<file path="config.mk">
export PLATFORM = sky130hd
export DESIGN_NAME = checksummed_frame_deframer
export DESIGN_NICKNAME = d
export VERILOG_FILES = /design/src/design/cfd_pkg.sv /design/src/design/checksummed_frame_deframer.sv /design/src/design/cfd_ram.sv /design/src/design/cfd_parser.sv /design/src/design/cfd_emitter.sv
export SDC_FILE = /design/constraint.sdc
export NUM_CORES = 1
export LEC_CHECK = 0
export BUFFER_PORTS_ARGS = -buffer_cell sky130_fd_sc_hd__buf_2
export CAP_MARGIN = 10
export CORE_AREA = 2 2 323 325
export DETAILED_ROUTE_END_ITERATION = 8
export DIE_AREA = 0 0 325 327
export GPL_TIMING_DRIVEN = 0
export MAX_ROUTING_LAYER = met4
export SYNTH_ARGS = -nofsm -noshare
export SYNTH_HDL_FRONTEND = slang
export SYNTH_SLANG_ARGS = --single-unit
</file>
<file path="constraint.sdc">
create_clock -name clk -period 13.97 [get_ports clk]
set_input_delay 4.191 -clock clk [delete_from_list [all_inputs] [get_ports clk]]
set_output_delay 4.191 -clock clk [all_outputs]
set_load 0.005 [all_outputs]
</file>
<file path="src/design/cfd_pkg.sv">
// shared types and constants for the checksummed frame deframer
// used by every module of the block but cfd_ram; no dependencies
`timescale 1ns / 1ps
`default_nettype none

package cfd_pkg;

  localparam int MAX_LEN   = 64;
  localparam int IDX_W     = (MAX_LEN > 1) ? $clog2(MAX_LEN) : 1;
  localparam int LEN_W     = 7;
  localparam int BYTE_W    = 8;
  localparam int CNT_W     = 32;
  localparam int NUM_ERR   = 3;
  localparam int ERR_AW    = (NUM_ERR > 1) ? $clog2(NUM_ERR) : 1;
  localparam int CFG_IDX_W = 2;

  localparam logic [BYTE_W-1:0]    MAX_LEN_B     = BYTE_W'(MAX_LEN);
  localparam logic [BYTE_W-1:0]    SYNC_HDR_RST  = 8'd1;
  localparam logic [BYTE_W-1:0]    ASYNC_HDR_RST = 8'd2;
  localparam logic [CFG_IDX_W-1:0] REG_SYNC_HDR  = 2'd0;
  localparam logic [CFG_IDX_W-1:0] REG_ASYNC_HDR = 2'd1;

  typedef enum logic [1:0] {
    ST_OK      = 2'd0,
    ST_HDR_ERR = 2'd1,
    ST_LEN_ERR = 2'd2,
    ST_SUM_ERR = 2'd3
  } status_t;

  typedef enum logic [1:0] {
    PH_HEADER = 2'd0,
    PH_LENGTH = 2'd1,
    PH_DATA   = 2'd2
  } phase_t;

  // one completed frame or error, handed from the parser to the emitter
  typedef struct packed {
    logic             vld;
    status_t          status;
    logic             sync;
    logic [LEN_W-1:0] len;
  } job_t;

  typedef struct packed {
    logic              en;
    logic [IDX_W-1:0]  addr;
    logic [BYTE_W-1:0] data;
  } pay_wr_t;

  typedef struct packed {
    logic             en;
    logic [IDX_W-1:0] addr;
  } pay_rd_t;

endpackage

`default_nettype wire

</file>
<file path="src/design/checksummed_frame_deframer.sv">
// Checksummed frame deframer, top level.
// Input: one received serial word per in_valid/in_stall handshake on in_rx_byte.
// A frame is header, length (0 to 64), payload words, then the 8-bit sum of
// the payload. Header, length and payload words are taken one per cycle while
// in_stall is low. Results leave on the out_ channel through an output
// register. A good frame gives one result per payload word (out_last on the
// final one), an empty frame gives one result without data. A bad header,
// oversize length or checksum mismatch gives one error result carrying that
// kind's updated 32-bit wrapping counter, and parsing restarts at the header.
// After the closing word is taken, the run is registered, then a read step,
// then the first result is loaded into the output register. A good frame with
// payload is read from the payload ram one word per cycle unless out_stall
// holds; an error result does a read-modify-write of the counter
// ram. in_stall is high meanwhile, and stays high while out_stall pauses the
// readout. A result waiting in the output register does not stall the input.
// Config: cfg_index 0 sync header, 1 async header, others ignored; cfg_ready
// is always high. Reset (rst_n low, synchronous) restores headers 1 and 2,
// clears the parse state and counters; no clearing pass is needed.
`timescale 1ns / 1ps
`default_nettype none

module checksummed_frame_deframer (
  input  wire logic                          clk,
  input  wire logic                          rst_n,
  input  wire logic                          in_valid,
  output logic                               in_stall,
  input  wire logic [cfd_pkg::BYTE_W-1:0]    in_rx_byte,
  output logic                               out_valid,
  input  wire logic                          out_stall,
  output logic [1:0]                         out_status,
  output logic                               out_sync_frame,
  output logic [cfd_pkg::LEN_W-1:0]          out_frame_length,
  output logic [cfd_pkg::BYTE_W-1:0]         out_data_byte,
  output logic                               out_data_valid,
  output logic                               out_last,
  output logic [cfd_pkg::CNT_W-1:0]          out_error_count,
  input  wire logic                          cfg_valid,
  output logic                               cfg_ready,
  input  wire logic [cfd_pkg::CFG_IDX_W-1:0] cfg_index,
  input  wire logic [cfd_pkg::BYTE_W-1:0]    cfg_data
);

  logic [cfd_pkg::BYTE_W-1:0] sync_hdr_r;
  logic [cfd_pkg::BYTE_W-1:0] async_hdr_r;
  logic                       busy;
  cfd_pkg::job_t              job;
  cfd_pkg::pay_wr_t           pay_wr;
  cfd_pkg::pay_rd_t           pay_rd;
  logic [cfd_pkg::BYTE_W-1:0] pay_rd_data;

  assign cfg_ready = 1'b1;
  assign in_stall  = busy;

  always_ff @(posedge clk) begin
    if (!rst_n) begin
      sync_hdr_r  <= cfd_pkg::SYNC_HDR_RST;
      async_hdr_r <= cfd_pkg::ASYNC_HDR_RST;
    end else if (cfg_valid && cfg_ready) begin
      case (cfg_index)
        cfd_pkg::REG_SYNC_HDR:  sync_hdr_r  <= cfg_data;
        cfd_pkg::REG_ASYNC_HDR: async_hdr_r <= cfg_data;
        default: ;
      endcase
    end
  end

  cfd_parser u_parser (
    .clk       (clk),
    .rst_n     (rst_n),
    .in_valid  (in_valid),
    .busy      (busy),
    .rx_byte   (in_rx_byte),
    .sync_hdr  (sync_hdr_r),
    .async_hdr (async_hdr_r),
    .job       (job),
    .pay_wr    (pay_wr)
  );

  // payload buffer, written by the parser, read back by the emitter
  cfd_ram #(
    .WIDTH (cfd_pkg::BYTE_W),
    .DEPTH (cfd_pkg::MAX_LEN)
  ) u_pay_ram (
    .clk     (clk),
    .wr_en   (pay_wr.en),
    .wr_addr (pay_wr.addr),
    .wr_data (pay_wr.data),
    .rd_en   (pay_rd.en),
    .rd_addr (pay_rd.addr),
    .rd_data (pay_rd_data)
  );

  cfd_emitter u_emitter (
    .clk              (clk),
    .rst_n            (rst_n),
    .job              (job),
    .busy             (busy),
    .pay_rd           (pay_rd),
    .pay_rd_data      (pay_rd_data),
    .out_valid        (out_valid),
    .out_stall        (out_stall),
    .out_status       (out_status),
    .out_sync_frame   (out_sync_frame),
    .out_frame_length (out_frame_length),
    .out_data_byte    (out_data_byte),
    .out_data_valid   (out_data_valid),
    .out_last         (out_last),
    .out_error_count  (out_error_count)
  );

endmodule

`default_nettype wire

</file>
<file path="src/design/cfd_ram.sv">
// generic single-clock ram, one write port and one registered read port
// no dependencies
`timescale 1ns / 1ps
`default_nettype none

module cfd_ram #(
  parameter int WIDTH = 8,
  parameter int DEPTH = 64
) (
  input  wire logic                                     clk,
  input  wire logic                                     wr_en,
  input  wire logic [((DEPTH > 1) ? $clog2(DEPTH) : 1)-1:0] wr_addr,
  input  wire logic [WIDTH-1:0]                         wr_data,
  input  wire logic                                     rd_en,
  input  wire logic [((DEPTH > 1) ? $clog2(DEPTH) : 1)-1:0] rd_addr,
  output logic      [WIDTH-1:0]                         rd_data
);

  logic [WIDTH-1:0] mem_r [DEPTH];
  logic [WIDTH-1:0] rd_data_r;

  always_ff @(posedge clk) begin
    if (wr_en) begin
      mem_r[wr_addr] <= wr_data;
    end
    // read data holds until the next read
    if (rd_en) begin
      rd_data_r <= mem_r[rd_addr];
    end
  end

  assign rd_data = rd_data_r;

endmodule

`default_nettype wire

</file>
<file path="src/design/cfd_parser.sv">
// frame parser: header, length and data phases; the checksum word closes the data phase
// writes the payload ram, hands finished frames and errors to the emitter; uses cfd_pkg
`timescale 1ns / 1ps
`default_nettype none

module cfd_parser (
  input  wire logic                      clk,
  input  wire logic                      rst_n,
  input  wire logic                      in_valid,
  input  wire logic                      busy,
  input  wire logic [cfd_pkg::BYTE_W-1:0] rx_byte,
  input  wire logic [cfd_pkg::BYTE_W-1:0] sync_hdr,
  input  wire logic [cfd_pkg::BYTE_W-1:0] async_hdr,
  output cfd_pkg::job_t                  job,
  output cfd_pkg::pay_wr_t               pay_wr
);

  cfd_pkg::phase_t                phase_r, phase_nxt;
  logic                           is_sync_r, is_sync_nxt;
  logic [cfd_pkg::LEN_W-1:0]      exp_len_r, exp_len_nxt;
  logic [cfd_pkg::LEN_W-1:0]      idx_r, idx_nxt;
  logic [cfd_pkg::BYTE_W-1:0]     sum_r, sum_nxt;
  logic                           acc;

  assign acc = in_valid && !busy;

  always_ff @(posedge clk) begin
    if (!rst_n) begin
      phase_r   <= cfd_pkg::PH_HEADER;
      is_sync_r <= 1'b0;
      exp_len_r <= '0;
      idx_r     <= '0;
      sum_r     <= '0;
    end else begin
      phase_r   <= phase_nxt;
      is_sync_r <= is_sync_nxt;
      exp_len_r <= exp_len_nxt;
      idx_r     <= idx_nxt;
      sum_r     <= sum_nxt;
    end
  end

  always_comb begin
    phase_nxt   = phase_r;
    is_sync_nxt = is_sync_r;
    exp_len_nxt = exp_len_r;
    idx_nxt     = idx_r;
    sum_nxt     = sum_r;
    job         = '0;
    pay_wr.en   = 1'b0;
    pay_wr.addr = idx_r[cfd_pkg::IDX_W-1:0];
    pay_wr.data = rx_byte;

    case (phase_r)
      cfd_pkg::PH_LENGTH: begin
        if (acc) begin
          idx_nxt = '0;
          sum_nxt = '0;
          if (rx_byte > cfd_pkg::MAX_LEN_B) begin
            job.vld    = 1'b1;
            job.status = cfd_pkg::ST_LEN_ERR;
            job.sync   = is_sync_r;
            phase_nxt  = cfd_pkg::PH_HEADER;
          end else begin
            exp_len_nxt = rx_byte[cfd_pkg::LEN_W-1:0];
            phase_nxt   = cfd_pkg::PH_DATA;
          end
        end
      end
      cfd_pkg::PH_DATA: begin
        if (acc) begin
          if (idx_r >= exp_len_r) begin
            // checksum word closes the frame
            job.vld    = 1'b1;
            job.status = (sum_r != rx_byte) ? cfd_pkg::ST_SUM_ERR : cfd_pkg::ST_OK;
            job.sync   = is_sync_r;
            job.len    = exp_len_r;
            phase_nxt  = cfd_pkg::PH_HEADER;
            idx_nxt    = '0;
            sum_nxt    = '0;
          end else begin
            pay_wr.en = 1'b1;
            sum_nxt   = sum_r + rx_byte;
            idx_nxt   = idx_r + 1'b1;
          end
        end
      end
      default: begin
        if (acc) begin
          if (rx_byte == sync_hdr) begin
            is_sync_nxt = 1'b1;
            phase_nxt   = cfd_pkg::PH_LENGTH;
          end else if (rx_byte == async_hdr) begin
            is_sync_nxt = 1'b0;
            phase_nxt   = cfd_pkg::PH_LENGTH;
          end else begin
            job.vld    = 1'b1;
            job.status = cfd_pkg::ST_HDR_ERR;
          end
        end
      end
    endcase
  end

endmodule

`default_nettype wire

</file>
<file path="src/design/cfd_emitter.sv">
// result emitter: reads the payload ram out word by word, gives one result for an
// empty frame, or read-modify-writes an error counter in a small ram; uses cfd_pkg, cfd_ram
`timescale 1ns / 1ps
`default_nettype none

module cfd_emitter (
  input  wire logic                       clk,
  input  wire logic                       rst_n,
  input  wire cfd_pkg::job_t              job,
  output logic                            busy,
  output cfd_pkg::pay_rd_t                pay_rd,
  input  wire logic [cfd_pkg::BYTE_W-1:0] pay_rd_data,
  output logic                            out_valid,
  input  wire logic                       out_stall,
  output logic [1:0]                      out_status,
  output logic                            out_sync_frame,
  output logic [cfd_pkg::LEN_W-1:0]       out_frame_length,
  output logic [cfd_pkg::BYTE_W-1:0]      out_data_byte,
  output logic                            out_data_valid,
  output logic                            out_last,
  output logic [cfd_pkg::CNT_W-1:0]       out_error_count
);

  // run currently being emitted
  logic                          act_r, act_nxt;
  cfd_pkg::status_t              status_r, status_nxt;
  logic                          sync_r, sync_nxt;
  logic [cfd_pkg::LEN_W-1:0]     len_r, len_nxt;
  logic [cfd_pkg::LEN_W-1:0]     rd_idx_r, rd_idx_nxt;
  logic [cfd_pkg::LEN_W-1:0]     rd_idx_inc;

  // read in flight / read data waiting for the output register
  logic                          pend_r, pend_nxt;
  logic                          pend_dv_r, pend_dv_nxt;
  logic                          pend_last_r, pend_last_nxt;

  logic [cfd_pkg::NUM_ERR-1:0]   cnt_vld_r, cnt_vld_nxt;
  logic [cfd_pkg::ERR_AW-1:0]    cnt_addr;
  logic                          cnt_rd_en;
  logic [cfd_pkg::CNT_W-1:0]     cnt_rd_data;
  logic [cfd_pkg::CNT_W-1:0]     cnt_cur;
  logic [cfd_pkg::CNT_W-1:0]     cnt_new;
  logic                          cnt_wr_en;
  logic                          is_err;

  logic                          load_now;
  logic                          can_issue;

  logic                          out_valid_r, out_valid_nxt;
  logic [1:0]                    out_status_r;
  logic                          out_sync_r;
  logic [cfd_pkg::LEN_W-1:0]     out_len_r;
  logic [cfd_pkg::BYTE_W-1:0]    out_data_r;
  logic                          out_dv_r;
  logic                          out_last_r;
  logic [cfd_pkg::CNT_W-1:0]     out_cnt_r;

  cfd_ram #(
    .WIDTH (cfd_pkg::CNT_W),
    .DEPTH (cfd_pkg::NUM_ERR)
  ) u_cnt_ram (
    .clk     (clk),
    .wr_en   (cnt_wr_en),
    .wr_addr (cnt_addr),
    .wr_data (cnt_new),
    .rd_en   (cnt_rd_en),
    .rd_addr (cnt_addr),
    .rd_data (cnt_rd_data)
  );

  assign is_err     = (status_r != cfd_pkg::ST_OK);
  assign cnt_addr   = cfd_pkg::ERR_AW'(status_r - 2'd1);
  // never-written counters read as zero
  assign cnt_cur    = cnt_vld_r[cnt_addr] ? cnt_rd_data : '0;
  assign cnt_new    = cnt_cur + 1'b1;
  assign rd_idx_inc = rd_idx_r + 1'b1;

  assign load_now  = pend_r && (!out_valid_r || !out_stall);
  assign can_issue = !pend_r || load_now;
  assign cnt_wr_en = load_now && is_err;
  assign busy      = act_r || pend_r;

  always_ff @(posedge clk) begin
    if (!rst_n) begin
      act_r       <= 1'b0;
      pend_r      <= 1'b0;
      cnt_vld_r   <= '0;
      out_valid_r <= 1'b0;
    end else begin
      act_r       <= act_nxt;
      pend_r      <= pend_nxt;
      cnt_vld_r   <= cnt_vld_nxt;
      out_valid_r <= out_valid_nxt;
    end
  end

  always_ff @(posedge clk) begin
    status_r    <= status_nxt;
    sync_r      <= sync_nxt;
    len_r       <= len_nxt;
    rd_idx_r    <= rd_idx_nxt;
    pend_dv_r   <= pend_dv_nxt;
    pend_last_r <= pend_last_nxt;
    if (load_now) begin
      out_status_r <= status_r;
      out_sync_r   <= sync_r;
      out_len_r    <= len_r;
      out_data_r   <= pend_dv_r ? pay_rd_data : '0;
      out_dv_r     <= pend_dv_r;
      out_last_r   <= pend_last_r;
      out_cnt_r    <= is_err ? cnt_new : '0;
    end
  end

  always_comb begin
    act_nxt       = act_r;
    status_nxt    = status_r;
    sync_nxt      = sync_r;
    len_nxt       = len_r;
    rd_idx_nxt    = rd_idx_r;
    pend_nxt      = pend_r;
    pend_dv_nxt   = pend_dv_r;
    pend_last_nxt = pend_last_r;
    cnt_rd_en     = 1'b0;
    pay_rd.en     = 1'b0;
    pay_rd.addr   = rd_idx_r[cfd_pkg::IDX_W-1:0];
    cnt_vld_nxt   = cnt_vld_r;

    if (load_now) begin
      pend_nxt = 1'b0;
    end
    if (cnt_wr_en) begin
      cnt_vld_nxt[cnt_addr] = 1'b1;
    end

    if (act_r && can_issue) begin
      pend_nxt = 1'b1;
      if (is_err) begin
        cnt_rd_en     = 1'b1;
        pend_dv_nxt   = 1'b0;
        pend_last_nxt = 1'b1;
        act_nxt       = 1'b0;
      end else if (len_r == '0) begin
        // empty good frame: one result without data
        pend_dv_nxt   = 1'b0;
        pend_last_nxt = 1'b1;
        act_nxt       = 1'b0;
      end else begin
        pay_rd.en     = 1'b1;
        pend_dv_nxt   = 1'b1;
        pend_last_nxt = (rd_idx_inc == len_r);
        rd_idx_nxt    = rd_idx_inc;
        act_nxt       = (rd_idx_inc != len_r);
      end
    end

    // a new run is only handed over while idle
    if (job.vld) begin
      act_nxt    = 1'b1;
      status_nxt = job.status;
      sync_nxt   = job.sync;
      len_nxt    = job.len;
      rd_idx_nxt = '0;
    end

    if (load_now) begin
      out_valid_nxt = 1'b1;
    end else if (out_valid_r && !out_stall) begin
      out_valid_nxt = 1'b0;
    end else begin
      out_valid_nxt = out_valid_r;
    end
  end

  assign out_valid        = out_valid_r;
  assign out_status       = out_status_r;
  assign out_sync_frame   = out_sync_r;
  assign out_frame_length = out_len_r;
  assign out_data_byte    = out_data_r;
  assign out_data_valid   = out_dv_r;
  assign out_last         = out_last_r;
  assign out_error_count  = out_cnt_r;

endmodule

`default_nettype wire

</file>
==> reports/summary.md <==
The critical path is of the in2reg type. In this run the deepest clock path goes through 3 buffers. Summing all non-filler instances in the final layout gives an area of 35700 sq um. Counting flops and latches in the post-synthesis netlist gives 766. The cell count of the worst reg-to-reg path is 14. The clock reaches the later pin of the worst-skew pair after 640 ps. Data on the critical path is required at its endpoint by 14220 ps.

Dividing the detail-routed via count by the number of cells gives 4.83. The synthesized design contains 712 enable-type register cells. Netlist area before placement: 30600 sq um. The run gives 0 as the total count of hold-check failures in the final report. After layout, the minimum clock period comes to 7070 ps. Entering global routing, the biggest net connects 71 pins. Via count of the first global-routing pass: 16600. The number of placement rows is 118, and the mean routed wirelength per cell is 22.1 um.

The flow ran to the end, and the final reports show no timing, DRC or antenna violations. The transition time at the pin with the least slew margin is 1210 ps, and the count of buffers from port buffering is 76. The Yosys step of the flow raised 0 warnings. The endpoint of the worst-slack reg-to-reg timing path is u_emitter.out_error_count[18]$_SDFFCE_PP0P_. For this run, asynchronously set or reset flops after synthesis account for 0%.

Post-synthesis net count: 1737. The area share of the leading cell type in the synthesized netlist works out to 69.9%. The final layout contains 1906 nets. After detailed routing, the total wire length is 73200 um. 78 I/O pins were placed.

Summing all multi-input logic gate instances after layout gives 7670 sq um. Detailed routing placed a total of 4620 um of wire on met3. For the worst-case setup slack after placement, the log shows 6320 ps. Global routing consumed, over all layers together, 14.0% of the routing resources. The tree is rooted in a clkbuf_16.

Of the synthesized area, sequential elements account for 73.5%. After layout, the worst setup slack is 6900 ps. The most critical setup path has its endpoint at u_pay_ram.mem_r[53][1]$_DFFE_PP_. Across the whole layout, storage elements account for 22500 sq um.

The first global-routing pass estimated 107000 um of wire. Yosys attributes the largest share of cell area to edfxtp_1 70%, mux4_2 12%, dfxtp_1 3.5%. Commonest register cell after synthesis: edfxtp_1. The worst setup path is captured at a flip-flop. Power spread over the standard cell area amounts to 139 nW/um^2. On the final layout, the worst clock skew is 26.6 ps. The class of the tightest hold or removal check is reg2reg. After detailed routing, no signal wire sits above met4.

The HPWL after detailed placement is 48400 um. For this design the static power due to leakage is 11.0 nW. The number of cells produced by synthesis was 1690; the number of cells upsized or downsized after cts was 0.

TritonCTS built the clock tree. The run gives 80 as the clock buffer count from CTS. For the CTS H-tree depth, the log shows 3. The tools report the reg2reg setup slack as 9580 ps. Setup repair after global routing left no endpoint under its margin. The initial utilization of the core area, before any placement, comes to 29.7%. The total overflow left after global routing is 0. Detailed routing placed a total of 36500 um of wire on met2.

The count of nets left with antenna violations once routing finished came out at 0. The number of antenna violations at the first check in global routing was 3; the number of DRC markers after the initial detailed-route iteration was 1602. For this run, design rule violations remaining after detail routing come to 0.

The worst register-to-register path begins at u_emitter.status_r[0]$_DFFE_PP_. The tools report the final setup violation count as 0. The number of setup buffers added after CTS is 0. The pre-antenna-repair detailed-routing pass consisted of 5 iterations.

Headroom to the max-slew limit came out at 19.3%. The vias after detailed routing was 16000; the fraction of layout instances using a drive strength above 1 was 21.9%. CTS saw 766 sinks.

The largest area contributor in the netlist is edfxtp_1. Slowest library cell on the worst path: nor2_1. The worst-case IR drop observed on VDD is 0.0000807 V. Ranked by instance count, the synthesized netlist is headed by 712 x edfxtp_1, 195 x nor2_1, 160 x mux4_2. The number of different library cells used by synthesis comes to 66. Based on the critical path, the design can be clocked at up to 0.142 GHz. The mean post-synth cell area is 18.1 sq um, and the routability congestion estimate from global placement is 0.808. Once placement finished, the instance area stood at 32900 sq um.

The critical path starts at in_valid. In this design, the stage delay of the slowest critical-path cell is 960 ps. Data on the critical path arrives at its endpoint at 7310 ps. Most frequent cell after synthesis: edfxtp_1. Max-cap violations in this run came to 0. From bottom edge to top edge, the die measures 327 um. The logs give 0 ps for the final-layout setup total negative slack and 30600 um for the routed metal-1 wire length.

The tools report the start point of the worst hold path as u_emitter.sync_r$_DFFE_PP_. Fill cells in the final layout number 9656. Maximum fanout along the worst path: 10.

The tools report the number of pins with negative max-slew slack in the final report as 0. Walking the worst path, the cells encountered are buf_2 > nor3b_2 > nand2_2 > nor3b_1 > nand3_1 > nor2_1. Critical path startpoint category: an input pin. The total area inside the core boundary comes to 103000 sq um. The die covers 106000 sq um.

Of the available clock period, the critical path in the final layout requires 50.6%. The die is 325 um wide. Buffers inserted to repair hold after CTS numbered 0.

From synthesis to final layout, the design area changed by 16.6%. Cells fill 34.6% of the core in the end. The clock slew seen by the registers of the worst setup and hold paths came out at 60 ps.
## layout make-up
| type | instances | area share (%) |
|---|---|---|
| diodes | 1 | 0.00702 |
| plain buffers | 85 | 1.06 |
| clock buffers | 91 | 5.94 |
| clock inverters | 56 | 1.67 |
| inverters | 21 | 0.221 |
| multi-input cells | 818 | 21.5 |
| flip-flops and latches | 766 | 63.0 |
| well taps | 1380 | 4.84 |
| repair buffers | 87 | 1.74 |
## cell usage in the layout, fill, tap and decap left out, drive strengths merged, types with 4 or more instances in the layout
master      n
ha         23
nor4        4
nor3b       4
dfxtp      54
nand2      49
nor2      201
xnor2      34
o21ai       9
nand3      37
mux4      160
o22ai      16
clkinvlp   13
mux2i      57
nand3b      6
xor2       36
and3        9
a21oi      50
edfxtp    712
nor2b      12
clkbuf    130
nand4      17
and4        4
o21a        5
a21o        4
buf       133
inv        23
nor3       27
and2       16
clkinv     32
nand2b      4
bufinv      9
## metal layers
layer	vias up	track usage, %
met5	-	-
met4	0	3.70
met3	103	2.71
met2	515	23.0
met1	8362	17.8
li1	6997	-
## cell families (layout without fill, tap and decap cells)
logic type                 count (synthesis)  count (layout)  share of synthesized area [%]
buffers and inverters                    106             340                           1.50
AOI/OAI and AO/OA                        103             103                           2.08
muxes                                    218             218                           13.7
and+or+nand+nor                          402             402                           6.24
adders and majority gates                 24              24                           1.01
xor gates and xnor gates                  70              70                           2.01
other                                      1               2                         0.0123
DFF                                      766             766                           73.5
## worst min path at each step
| stage | endpoint | depth (start not counted) | slack, ps |
|---|---|---|---|
| 3_5_place_dp | u_emitter.out_sync_frame$_DFFE_PP_ | 0 | 410 |
| 2_1_floorplan | u_emitter.out_last$_DFFE_PP_ | 0 | 400 |
| 3_3_place_gp | u_emitter.out_sync_frame$_DFFE_PP_ | 0 | 420 |
| 4_1_cts | u_emitter.out_sync_frame$_DFFE_PP_ | 0 | 430 |
| 5_1_grt | u_emitter.out_sync_frame$_DFFE_PP_ | 0 | 450 |
| 6_report | u_emitter.out_sync_frame$_DFFE_PP_ | 0 | 430 |
## critical path, delay by kind of cell
kind,cells,cell delay [ps]
simple gates,5,2990
buf+inv,1,110
## sequential cells by signal (all words and copies together) (netlist names), 8 cells and up
name / cells
u_pay_ram.rd_data: 8
u_pay_ram.mem_r: 512
u_emitter.out_error_count: 32
u_parser.sum_r: 8
async_hdr_r: 8
sync_hdr_r: 8
u_emitter.u_cnt_ram.rd_data: 32
u_emitter.out_data_byte: 8
u_emitter.u_cnt_ram.mem_r: 96
## metrics by stage
step | hold slack (ps) | instances | power [mW]
3_5_place_dp | 414 | 3155 | 2.83
2_1_floorplan | 400 | 1690 | 2.73
5_1_grt | 452 | 3305 | 5.10
4_1_cts | 432 | 3302 | 4.99
6_report | 429 | 3305 | 4.95
3_3_place_gp | 419 | 3146 | 2.82
## where the power goes
group | leakage [nW] | switching, mW | internal [mW]
logic | 2.93 | 0.146 | 0.0940
registers | 6.78 | 0.0138 | 2.52
clock network | 1.28 | 0.905 | 1.27
total | 11.0 | 1.07 | 3.89
Power figures use the tool's default switching activity.
